==> config.mk <==
export PLATFORM = sky130hd
export DESIGN_NAME = ultrasonic_echo_ranger_top
export DESIGN_NICKNAME = d
export VERILOG_FILES = /design/src/design/uer_pkg.sv /design/src/design/ultrasonic_echo_ranger_top.sv
export VERILOG_INCLUDE_DIRS = /design/src /design/src/design
export SDC_FILE = /design/constraint.sdc
export NUM_CORES = 1
export LEC_CHECK = 0
export BUFFER_PORTS_ARGS = -buffer_cell sky130_fd_sc_hd__clkbuf_2
export CAP_MARGIN = 30
export CORE_MARGIN = 10
export CORE_UTILIZATION = 35
export CTS_BUF_LIST = sky130_fd_sc_hd__clkbuf_4
export CTS_CLUSTER_DIAMETER = 80
export CTS_CLUSTER_SIZE = 20
export DETAILED_ROUTE_END_ITERATION = 6
export SETUP_SLACK_MARGIN = 0.4
export SYNTH_ARGS = -nofsm -noshare
export SYNTH_HDL_FRONTEND = slang
export SYNTH_SLANG_ARGS = --single-unit
==> constraint.sdc <==
create_clock -name i_clk -period 9.1 [get_ports i_clk]
set_input_delay 0 -clock i_clk [delete_from_list [all_inputs] [get_ports i_clk]]
set_output_delay 0 -clock i_clk [all_outputs]
set_load 0.02 [all_outputs]
==> src/design/assert_macros.svh <==
// assertion helpers, clocked on i_clk and disabled in reset
`ifndef ASSERT_MACROS_SVH
`define ASSERT_MACROS_SVH

// same-cycle implication
`define ASSERT_IMP(label, ante, cons, msg) \
    label: assert property (@(posedge i_clk) disable iff (!i_rst_n) (ante) |-> (cons)) \
        else $error(msg);

// next-cycle implication
`define ASSERT_NXT(label, ante, cons, msg) \
    label: assert property (@(posedge i_clk) disable iff (!i_rst_n) (ante) |=> (cons)) \
        else $error(msg);

`endif

==> src/design/uer_pkg.sv <==
package uer_pkg;

    localparam int SOUND_SPEED_BASE    = 331;
    localparam int START_WAIT_EXTRA_US = 5800;
    localparam int OVERHEAD_US         = 5;

    localparam int TICK_W    = 16;
    localparam int TIME_W    = 15;
    localparam int DIST_W    = 8;
    localparam int FACTOR_W  = 6;
    localparam int SPEED_W   = 9;
    localparam int BIASED_W  = 11;
    localparam int STATUS_W  = 2;
    localparam int CFG_IDX_W = 1;
    localparam int CFG_W     = 8;

    localparam logic [STATUS_W-1:0] ST_OK       = 2'd0;
    localparam logic [STATUS_W-1:0] ST_BUSY     = 2'd1;
    localparam logic [STATUS_W-1:0] ST_NO_ECHO  = 2'd2;
    localparam logic [STATUS_W-1:0] ST_TOO_LONG = 2'd3;

    localparam logic [CFG_IDX_W-1:0] CFG_MAX_RANGE = 1'd0;
    localparam logic [CFG_IDX_W-1:0] CFG_TEMP      = 1'd1;

    localparam logic [CFG_W-1:0] MAX_RANGE_RESET = 8'd200;
    localparam logic [CFG_W-1:0] TEMP_RESET      = 8'd20;

    localparam logic [TICK_W-1:0] LOW_TICKS  = 16'd4;
    localparam logic [TICK_W-1:0] HIGH_TICKS = 16'd10;

    // x/10 as (x*3277)>>15, exact for x below 16384
    localparam int               DIV10_W     = 12;
    localparam logic [DIV10_W-1:0] DIV10_MUL = 12'd3277;
    localparam int               DIV10_SHIFT = 15;
    localparam int               Q10_W       = 8;

    localparam logic [DIV10_W-1:0] BIASED_OFFSET = 12'd1280;
    localparam logic [SPEED_W-1:0] SPEED_OFFSET  = SPEED_W'(SOUND_SPEED_BASE - 128);
    localparam logic [TIME_W-1:0]  FACTOR_NUM    = 15'd10000;

    localparam int DIV_STEPS = TIME_W;
    localparam int MUL_STEPS = CFG_W;
    localparam int STEP_W    = 4;

endpackage

==> src/design/ultrasonic_echo_ranger_top.sv <==
// Ultrasonic ranger on a shared trigger/echo pin. Each input beat is one
// microsecond tick (op 0) or a start request (op 1) with the sampled echo level,
// and each gives exactly one result beat with the pin drive, a done flag, status,
// echo time and distance. A start from idle latches the sound-speed factor and the
// timeout from the two configuration registers; a finished good measurement
// divides the time by twice the factor. Both divisions run on one shared
// restoring divider, one quotient bit per cycle, and the timeout comes from a
// serial shift-add multiplier, one bit of the maximum range per cycle. The next
// input beat is taken while a result still waits in the output register.
// Configuration writes are always ready and belong in idle periods.
`include "assert_macros.svh"

module ultrasonic_echo_ranger_top (
    input  logic                            i_clk,
    input  logic                            i_rst_n,
    input  logic                            i_in_valid,
    output logic                            o_in_stall,
    input  logic                            i_op,
    input  logic                            i_echo_level,
    output logic                            o_out_valid,
    input  logic                            i_out_stall,
    output logic                            o_trig_drive,
    output logic                            o_trig_level,
    output logic                            o_done_res,
    output logic [uer_pkg::STATUS_W-1:0]    o_status,
    output logic [uer_pkg::TIME_W-1:0]      o_echo_time_us,
    output logic [uer_pkg::DIST_W-1:0]      o_distance_cm,
    input  logic                            i_cfg_valid,
    output logic                            o_cfg_ready,
    input  logic [uer_pkg::CFG_IDX_W-1:0]   i_cfg_index,
    input  logic [uer_pkg::CFG_W-1:0]       i_cfg_data
);
    import uer_pkg::*;

    localparam logic [2:0] PH_IDLE    = 3'd0;
    localparam logic [2:0] PH_LOW     = 3'd1;
    localparam logic [2:0] PH_HIGH    = 3'd2;
    localparam logic [2:0] PH_CHECK   = 3'd3;
    localparam logic [2:0] PH_WAIT    = 3'd4;
    localparam logic [2:0] PH_MEASURE = 3'd5;

    localparam logic [2:0] S_IDLE = 3'd0;
    localparam logic [2:0] S_SPD  = 3'd1;
    localparam logic [2:0] S_DIV  = 3'd2;
    localparam logic [2:0] S_MUL  = 3'd3;
    localparam logic [2:0] S_FIN  = 3'd4;

    logic [CFG_W-1:0]    r_max_range;
    logic [CFG_W-1:0]    r_temp;
    logic [2:0]          r_phase;
    logic [2:0]          n_phase;
    logic [TICK_W-1:0]   r_tick;
    logic [TICK_W-1:0]   n_tick;
    logic [FACTOR_W-1:0] r_factor;
    logic [TIME_W-1:0]   r_timeout;
    logic [2:0]          r_seq;
    logic [STEP_W-1:0]   r_step;

    logic                r_res_drive;
    logic                r_res_level;
    logic                r_res_done;
    logic [STATUS_W-1:0] r_res_status;
    logic [TIME_W-1:0]   r_res_time;
    logic [DIST_W-1:0]   r_res_dist;

    logic                r_out_valid;
    logic                r_out_drive;
    logic                r_out_level;
    logic                r_out_done;
    logic [STATUS_W-1:0] r_out_status;
    logic [TIME_W-1:0]   r_out_time;
    logic [DIST_W-1:0]   r_out_dist;

    logic [BIASED_W-1:0] r_biased;
    logic [TIME_W-1:0]   r_dq;
    logic [SPEED_W-1:0]  r_rem;
    logic [SPEED_W-1:0]  r_dvs;
    logic                r_div_fac;
    logic [TIME_W-1:0]   r_mcand;
    logic [CFG_W-1:0]    r_mplier;
    logic [TIME_W-1:0]   r_acc;

    // per-beat step results
    logic                step_drive;
    logic                step_level;
    logic                step_done;
    logic [STATUS_W-1:0] step_status;
    logic [TIME_W-1:0]   step_time;
    logic                step_start;
    logic                step_div;

    logic                      in_acc;
    logic                      out_free;
    logic [DIV10_W-1:0]        temp_ext;
    logic [DIV10_W-1:0]        biased_full;
    logic [BIASED_W+DIV10_W-1:0] prod10;
    logic [SPEED_W-1:0]        speed;
    logic [SPEED_W:0]          rem_sh;
    logic                      qbit;
    logic [SPEED_W-1:0]        rem_next;
    logic [TIME_W-1:0]         dq_next;
    logic [TIME_W-1:0]         acc_next;
    logic [DIST_W-1:0]         dist_sat;

    assign in_acc      = i_in_valid && !o_in_stall;
    assign out_free    = !r_out_valid || !i_out_stall;
    assign o_in_stall  = (r_seq != S_IDLE);
    assign o_cfg_ready = 1'b1;

    assign o_out_valid    = r_out_valid;
    assign o_trig_drive   = r_out_drive;
    assign o_trig_level   = r_out_level;
    assign o_done_res     = r_out_done;
    assign o_status       = r_out_status;
    assign o_echo_time_us = r_out_time;
    assign o_distance_cm  = r_out_dist;

    // 6*t + 1280, always positive
    assign temp_ext    = {{(DIV10_W-CFG_W){r_temp[CFG_W-1]}}, r_temp};
    assign biased_full = (temp_ext << 2) + (temp_ext << 1) + BIASED_OFFSET;

    assign prod10 = {{DIV10_W{1'b0}}, r_biased} * {{BIASED_W{1'b0}}, DIV10_MUL};
    assign speed  = SPEED_OFFSET + {1'b0, prod10[DIV10_SHIFT +: Q10_W]};

    // restoring divider step
    assign rem_sh   = {r_rem, r_dq[TIME_W-1]};
    assign qbit     = (rem_sh >= {1'b0, r_dvs});
    assign rem_next = qbit ? SPEED_W'(rem_sh - {1'b0, r_dvs}) : rem_sh[SPEED_W-1:0];
    assign dq_next  = {r_dq[TIME_W-2:0], qbit};
    assign dist_sat = (r_dvs == '0) ? '0 :
                      (|dq_next[TIME_W-1:DIST_W]) ? {DIST_W{1'b1}} : dq_next[DIST_W-1:0];

    // shift-add multiplier step
    assign acc_next = r_mplier[0] ? TIME_W'(r_acc + r_mcand) : r_acc;

    always_comb begin
        logic [TICK_W-1:0] inc;
        logic [TICK_W:0]   meas_t;
        inc         = r_tick + 1'b1;
        meas_t      = {1'b0, inc} + (TICK_W+1)'(OVERHEAD_US);
        n_phase     = r_phase;
        n_tick      = r_tick;
        step_drive  = 1'b0;
        step_level  = 1'b0;
        step_done   = 1'b0;
        step_status = ST_OK;
        step_time   = '0;
        step_start  = 1'b0;
        step_div    = 1'b0;
        if (i_op) begin
            unique case (r_phase)
                PH_IDLE: begin
                    n_phase    = PH_LOW;
                    n_tick     = '0;
                    step_drive = 1'b1;
                    step_start = 1'b1;
                end
                PH_LOW: begin
                    step_drive = 1'b1;
                end
                PH_HIGH: begin
                    step_drive = 1'b1;
                    step_level = 1'b1;
                end
                default: begin
                end
            endcase
        end else begin
            unique case (r_phase)
                PH_LOW: begin
                    step_drive = 1'b1;
                    if (inc >= LOW_TICKS) begin
                        n_phase = PH_HIGH;
                        n_tick  = '0;
                    end else begin
                        n_tick = inc;
                    end
                end
                PH_HIGH: begin
                    step_drive = 1'b1;
                    step_level = 1'b1;
                    if (inc >= HIGH_TICKS) begin
                        n_phase = PH_CHECK;
                        n_tick  = '0;
                    end else begin
                        n_tick = inc;
                    end
                end
                PH_CHECK: begin
                    if (i_echo_level) begin
                        n_phase     = PH_IDLE;
                        step_done   = 1'b1;
                        step_status = ST_BUSY;
                    end else begin
                        n_phase = PH_WAIT;
                        n_tick  = '0;
                    end
                end
                PH_WAIT: begin
                    if (i_echo_level) begin
                        n_phase = PH_MEASURE;
                        n_tick  = '0;
                    end else if ({1'b0, inc} > ({2'b0, r_timeout}
                                 + (TICK_W+1)'(START_WAIT_EXTRA_US))) begin
                        n_phase     = PH_IDLE;
                        n_tick      = '0;
                        step_done   = 1'b1;
                        step_status = ST_NO_ECHO;
                    end else begin
                        n_tick = inc;
                    end
                end
                PH_MEASURE: begin
                    if (!i_echo_level) begin
                        n_phase   = PH_IDLE;
                        n_tick    = '0;
                        step_done = 1'b1;
                        step_div  = 1'b1;
                        step_time = (|meas_t[TICK_W:TIME_W]) ? {TIME_W{1'b1}}
                                                             : meas_t[TIME_W-1:0];
                    end else if (inc > {1'b0, r_timeout}) begin
                        n_phase     = PH_IDLE;
                        n_tick      = '0;
                        step_done   = 1'b1;
                        step_status = ST_TOO_LONG;
                    end else begin
                        n_tick = inc;
                    end
                end
                default: begin
                    n_phase = PH_IDLE;
                end
            endcase
        end
    end

    // control state
    always_ff @(posedge i_clk) begin
        if (!i_rst_n) begin
            r_max_range <= MAX_RANGE_RESET;
            r_temp      <= TEMP_RESET;
            r_phase     <= PH_IDLE;
            r_tick      <= '0;
            r_factor    <= '0;
            r_timeout   <= '0;
            r_seq       <= S_IDLE;
            r_step      <= '0;
            r_out_valid <= 1'b0;
        end else begin
            if (i_cfg_valid && o_cfg_ready) begin
                unique case (i_cfg_index)
                    CFG_MAX_RANGE: r_max_range <= i_cfg_data;
                    CFG_TEMP:      r_temp      <= i_cfg_data;
                    default: begin
                    end
                endcase
            end
            if (r_seq == S_FIN && out_free) begin
                r_out_valid <= 1'b1;
            end else if (r_out_valid && !i_out_stall) begin
                r_out_valid <= 1'b0;
            end
            unique case (r_seq)
                S_IDLE: begin
                    if (in_acc) begin
                        r_phase <= n_phase;
                        r_tick  <= n_tick;
                        r_step  <= '0;
                        if (step_start) begin
                            r_seq <= S_SPD;
                        end else if (step_div) begin
                            r_seq <= S_DIV;
                        end else begin
                            r_seq <= S_FIN;
                        end
                    end
                end
                S_SPD: begin
                    r_seq <= S_DIV;
                end
                S_DIV: begin
                    if (r_step == STEP_W'(DIV_STEPS - 1)) begin
                        r_step <= '0;
                        if (r_div_fac) begin
                            r_factor <= dq_next[FACTOR_W-1:0];
                            r_seq    <= S_MUL;
                        end else begin
                            r_seq <= S_FIN;
                        end
                    end else begin
                        r_step <= r_step + 1'b1;
                    end
                end
                S_MUL: begin
                    if (r_step == STEP_W'(MUL_STEPS - 1)) begin
                        r_step    <= '0;
                        r_timeout <= acc_next;
                        r_seq     <= S_FIN;
                    end else begin
                        r_step <= r_step + 1'b1;
                    end
                end
                S_FIN: begin
                    if (out_free) begin
                        r_seq <= S_IDLE;
                    end
                end
                default: begin
                    r_seq <= S_IDLE;
                end
            endcase
        end
    end

    // datapath
    always_ff @(posedge i_clk) begin
        if (r_seq == S_IDLE && in_acc) begin
            r_res_drive  <= step_drive;
            r_res_level  <= step_level;
            r_res_done   <= step_done;
            r_res_status <= step_status;
            r_res_time   <= step_time;
            r_res_dist   <= '0;
            r_biased     <= biased_full[BIASED_W-1:0];
            r_dq         <= step_time;
            r_rem        <= '0;
            r_dvs        <= {{(SPEED_W-FACTOR_W-1){1'b0}}, r_factor, 1'b0};
            r_div_fac    <= 1'b0;
        end
        if (r_seq == S_SPD) begin
            r_dq      <= FACTOR_NUM;
            r_rem     <= '0;
            r_dvs     <= speed;
            r_div_fac <= 1'b1;
        end
        if (r_seq == S_DIV) begin
            r_dq  <= dq_next;
            r_rem <= rem_next;
            if (r_step == STEP_W'(DIV_STEPS - 1)) begin
                if (r_div_fac) begin
                    r_mcand  <= {{(TIME_W-FACTOR_W-1){1'b0}}, dq_next[FACTOR_W-1:0], 1'b0};
                    r_mplier <= r_max_range;
                    r_acc    <= '0;
                end else begin
                    r_res_dist <= dist_sat;
                end
            end
        end
        if (r_seq == S_MUL) begin
            r_acc    <= acc_next;
            r_mcand  <= {r_mcand[TIME_W-2:0], 1'b0};
            r_mplier <= {1'b0, r_mplier[CFG_W-1:1]};
        end
        if (r_seq == S_FIN && out_free) begin
            r_out_drive  <= r_res_drive;
            r_out_level  <= r_res_level;
            r_out_done   <= r_res_done;
            r_out_status <= r_res_status;
            r_out_time   <= r_res_time;
            r_out_dist   <= r_res_dist;
        end
    end

    `ASSERT_NXT(a_busy_after_accept, in_acc, r_seq != S_IDLE, "accepted beat left no work")
    `ASSERT_NXT(a_fin_loads_out, r_seq == S_FIN && !r_out_valid, r_out_valid,
        "finished result not loaded")
    `ASSERT_IMP(a_ok_has_factor, r_out_valid && r_out_done && r_out_status == ST_OK,
        r_factor != '0, "good measurement without factor")
    `ASSERT_IMP(a_measure_in_limit, r_phase == PH_MEASURE, r_tick <= {1'b0, r_timeout},
        "echo count beyond timeout")

endmodule
======== Word level (Yosys, flattened, before mapping) ========
Cells that the tools add are included.
storage, ports and cells
  flip-flop bits (word level) ............. 202
  output and inout bits ................... 31
  word-level logic and storage cells ...... 188
  input port bits ......................... 16
cells by class
  $add $sub $neg .......................... 9
  multipliers ............................. 1
  eq/ne operators ......................... 21
  bitwise logic cells ..................... 1
  reductions and logical operators ........ 33
  multiplexer cells ....................... 87
  magnitude comparators ................... 5
operators by type and width
  cell                                                                 count
  2-to-1 mux 15 bit                                                    16
  2-to-1 mux 16 bit                                                    9
  one-hot mux 16 bit (5 select lines)                                  1
  2-to-1 mux 9 bit                                                     6
  2-to-1 mux 3 bit                                                     16
  2-to-1 mux 8 bit                                                     6
  one-hot mux 3 bit (5 select lines)                                   2
  2-to-1 mux 7 bit                                                     4
  multiplier 11 x 12 -> 23 bit (second input constant)                 1
  adder 16 x 3 -> 17 bit (second input constant)                       1
  2-to-1 mux 1 bit                                                     17
  adder 15 x 13 -> 16 bit (second input constant)                      1
  adder 16 x 1 -> 16 bit (second input constant)                       1
  greater-or-equal comparator 16 x 3 -> 1 bit (second input constant)  1
  greater-or-equal comparator 16 x 4 -> 1 bit (second input constant)  1
  > comparator 16 x 15 -> 1 bit                                        1
  > comparator 16 bit                                                  1
  adder 15 bit                                                         1
  equality test 3 x 2 -> 1 bit (second input constant)                 4
  2-to-1 mux 4 bit                                                     3
  one-hot mux 4 bit (3 select lines)                                   1
  adder 10 x 9 -> 11 bit                                               1
  adder 11 bit (second input constant)                                 1
  greater-or-equal comparator 10 x 9 -> 1 bit                          1
  31 further kinds                                                     60

======== Longest topological paths before layout ========
  word-level depth ........................ 10
  mapped depth ............................ 24
  mapped depth without buffers ............ 24

======== Worst setup path after synthesis ========
OpenSTA, ideal clock, no wires.
  path type ............................... register to register
  from .................................... reg r_biased[9]
  to ...................................... reg r_dvs[6] (data pin)
  required time ........................... 8832 ps
  setup slack ............................. 3827 ps
  data arrival time ....................... 5005 ps
  stages on the path, launching flop included .. 21
  buffers on the path ..................... 0
  library setup time ...................... 268 ps
  clock period less this slack ............ 5273 ps
  cells stage by stage .................... edfxtp_1 inv_1 ha_1 inv_1 fa_1 fa_1 fa_1 fa_1 ha_1 a211oi_1 o22ai_1 a211oi_1 nor2b_1 nor2_1 xor2_1 ha_1 inv_1 a32oi_1 or3_1 xor2_1 o21ai_0
on the way
  longest elaborated chain between the ends .. 3
ends and longest elaborated chain
  what                          RTL line                           text
  start, declared               ultrasonic_echo_ranger_top.sv:74   logic [BIASED_W-1:0] r_biased;
  start signal, assigned        ultrasonic_echo_ranger_top.sv:324  r_biased <= biased_full[BIASED_W-1:0];
  multiplier 11 x 12 -> 23 bit  ultrasonic_echo_ranger_top.sv:122  assign prod10 = {{DIV10_W{1'b0}}, r_biased} * {{BIASED_W{1'b0}}, DIV10_MUL};
  adder 8 x 8 -> 9 bit          ultrasonic_echo_ranger_top.sv:123  assign speed = SPEED_OFFSET + {1'b0, prod10[DIV10_SHIFT +: Q10_W]};
  2-to-1 mux 9 bit              ultrasonic_echo_ranger_top.sv:330  if (r_seq == S_SPD) begin
  end signal, assigned          ultrasonic_echo_ranger_top.sv:327  r_dvs <= {{(SPEED_W-FACTOR_W-1){1'b0}}, r_factor, 1'b0};
  end signal, assigned          ultrasonic_echo_ranger_top.sv:333  r_dvs <= speed;
  end, declared                 ultrasonic_echo_ranger_top.sv:77   logic [SPEED_W-1:0] r_dvs;
Every way passes these cells.
A chain may end at the register's enable or synchronous reset.

======== Final worst setup path ========
Same ends and word-level chain as after synthesis.

==> results.sh <==
export IMPL_status="complete, no violations"
export IMPL_cts_root_buffer="clkbuf_4"
export IMPL_place_detailed_hpwl_um=21900
export IMPL_cts_clk_slew_worst_paths_ps=170
export IMPL_clk_path_buf_depth=2
export IMPL_antenna_found_initial=1
export IMPL_die_y_um=212
export IMPL_finalSetupViolations=0
export IMPL_synth_seq_cells=199
export IMPL_vias_per_cell=5.17
export IMPL_async_flop_share=0
export IMPL_cts_resized_gates=0
export IMPL_synth_cells=1359
export IMPL_drive_gt1_frac=0.0733
export IMPL_slew_headroom=0.371
export IMPL_synth_top_family_by_area="adder cells"
export IMPL_synth_fa_ha_area_frac=0.174
export IMPL_synth_edf_count=126
export IMPL_yosys_area_share_simple=0.169
export IMPL_detail_route_antenna_nets=0
export IMPL_hold_viol_final=0
export IMPL_h_tree_depth=4
export IMPL_start_kind="flop"
export IMPL_min_period_ps=5660
export IMPL_route_detailed_drc=0
export IMPL_track_usage=0.131
export IMPL_synthMuxAreaShare=0.0188
export IMPL_synth_main_ff_cell="edfxtp_1"
export IMPL_mostFrequentLayoutCell="nand2_1"
export IMPL_synth_distinct_cells=77
export IMPL_layout_nets=1597
export IMPL_die_area_um2=45000
export IMPL_die_w_um=212
export IMPL_drt_total_wl_um=29100
export IMPL_core_area_um2=36500
export IMPL_initial_core_util=0.354
export IMPL_period_share=0.623
export IMPL_syn_num_nets=1537
export IMPL_maxSlewViolCount=0
export IMPL_grt_max_degree=46
export IMPL_synthXorXnorAreaFrac=0.0386
export IMPL_syn_area_per_cell_um2=9.51
export IMPL_drt_iter0_markers=804
export IMPL_clock_sinks=199
export IMPL_worstPathArrival_ps=6010
export IMPL_synth_seq_area_share=0.406
export IMPL_critPathMaxFanout=4
export IMPL_vias=9837
export IMPL_wire_per_inst_um=15.3
export IMPL_postCtsHoldBufs=35
export IMPL_gp_congestion=0.852
export IMPL_tns_ps=0
export IMPL_final_cell_mix="nand2_1 (156), ha_1 (133), inv_1 (127), edfxtp_1 (126), nor2_1 (107)"
export IMPL_drt_pass1_iter_count=4
export IMPL_min_path_type="in2reg"
export IMPL_grt_pass1_wl_um=48800
export IMPL_cts_tree="yes"
export IMPL_clock_skew_ps=47.1
export IMPL_stdcell_area_um2=14200
export IMPL_clkLatencyLatePin_ps=610
export IMPL_fmaxAchievable_mhz=177
export IMPL_syn2layout_area_growth_pct=10.2
export IMPL_drv_cap=0
export IMPL_crit_required_ps=9440
export IMPL_grt_pass1_vias=9823
export IMPL_io_pins=47
export IMPL_worstSetupEndpointType="flop"
export IMPL_postCtsSetupBuffers=0
export IMPL_dpl_cell_area_um2=13600
export IMPL_synth_area_um2=12900
export IMPL_overflow=0
export IMPL_path_class="reg2reg"
export IMPL_worstMarginPinSlew_ps=932
export IMPL_core_rowCount=70
export IMPL_rsz0062_at_grt="false"
export IMPL_synth_compound_area_share=0.141
export IMPL_placed_cells=1833
export IMPL_final_cells=1901
export IMPL_fillerInstances=3576
export IMPL_portBuffers=45
export IMPL_cts_made_buffers=17
export IMPL_yosysWarnings=0
-- cell families (layout without fill, tap and decap cells) --
group,Yosys count,in the layout
and+or+nand+nor,452,452
muxes,24,24
buffers and inverters,177,250
DFF,199,199
AOI/OAI and AO/OA,287,287
xor gates and xnor gates,57,57
adders and majority gates,162,162
other,1,2
-- worst max-delay path, cell delays in order (launching register included) --
cell and delay (ps):
edfxtp_1 430, inv_1 60, ha_1 270, inv_1 70, fa_1 600, fa_1 460, fa_1 510, fa_1 490
ha_1 330, a211oi_1 230, o22ai_1 120, a211oi_1 540, nor2b_1 100, nor2_1 130, xor2_1 80, ha_1 210
inv_1 60, a32oi_1 110, or3_1 370, xor2_1 170, o21ai_0 90
-- flip-flops by register name, summed over array words and instances (netlist names), 2 cells and up --
name            flops
r_tick             16
o_echo_time_us     15
r_dq               15
r_res_time         15
r_acc              14
r_mcand            14
r_timeout          14
r_biased           10
r_dvs               9
r_rem               9
o_distance_cm       8
r_max_range         8
r_mplier            8
r_res_dist          8
r_temp              8
r_factor            6
r_step              4
r_phase             3
r_seq               3
o_status            2
r_res_status        2
-- synth_stat cells (4+ instances only) --
master	instances	area share
buf_2	4	0.0015
a21boi_0	8	0.0046
and4_1	5	0.0034
xnor2_1	43	0.029
nand2b_1	7	0.0034
dfxtp_1	73	0.11
or2_2	4	0.0019
nor3b_1	6	0.0035
nor4_1	12	0.0058
nand3b_1	5	0.0029
nor2b_1	22	0.011
a21oi_1	93	0.036
nand3_1	35	0.014
o21a_1	10	0.0058
a211o_1	10	0.0068
edfxtp_1	126	0.29
fa_1	29	0.045
and3_1	8	0.0039
a211oi_1	21	0.012
ha_1	133	0.13
mux2i_1	22	0.017
a31oi_1	8	0.0039
nand2_1	156	0.045
o21ai_0	62	0.024
a21o_1	12	0.0070
clkbuf_1	39	0.011
nor2_1	107	0.031
nand4_1	11	0.0053
inv_1	127	0.037
o31ai_1	5	0.0029
or3_1	20	0.0097
o211ai_1	12	0.0070
and2_1	16	0.0077
nor3_1	19	0.0074
xor2_1	14	0.0095
o22ai_1	5	0.0024
-- routing by layer --
metal,wire [um],track usage
met1,13600,0.166
met2,14500,0.232
met3,810,0.0159
met4,287,0.0303
met5,0,0
-- worst paths after layout --
path	start	slack, ps	end	cells after the start
hold / removal	i_cfg_data[7]	190	r_max_range[7]$_SDFFE_PN1P_	4
hold reg to reg	r_res_time[2]$_DFFE_PP_	430	o_echo_time_us[2]$_DFFE_PP_	0
setup / recovery	r_biased[9]$_DFFE_PP_	3440	r_dvs[6]$_DFFE_PP_	20
setup reg to reg	r_biased[9]$_DFFE_PP_	3440	r_dvs[6]$_DFFE_PP_	20
-- layout make-up --
class,count,area [um^2],area share
clock inverters,13,138,0.00966
well taps,468,586,0.0411
flip-flops and latches,199,5250,0.368
repair buffers,90,648,0.0455
multi-input cells,983,7000,0.492
clock buffers,19,143,0.0100
inverters,128,480,0.0337
diodes,1,2.50,0.000176
-- metrics by stage --
step | worst slack (ps) | util | hold slack, ps
floorplan | 3830 | - | 124
global placement | 3570 | 0.372 | 242
detailed placement | 3400 | 0.373 | 245
CTS | 3410 | 0.390 | 137
global route | 3020 | 0.390 | 143
finish | 3440 | 0.390 | 185
Power is left out: the tool's default activity adds up to more than one toggle a clock period on the data nets, which glitch-free logic cannot reach.
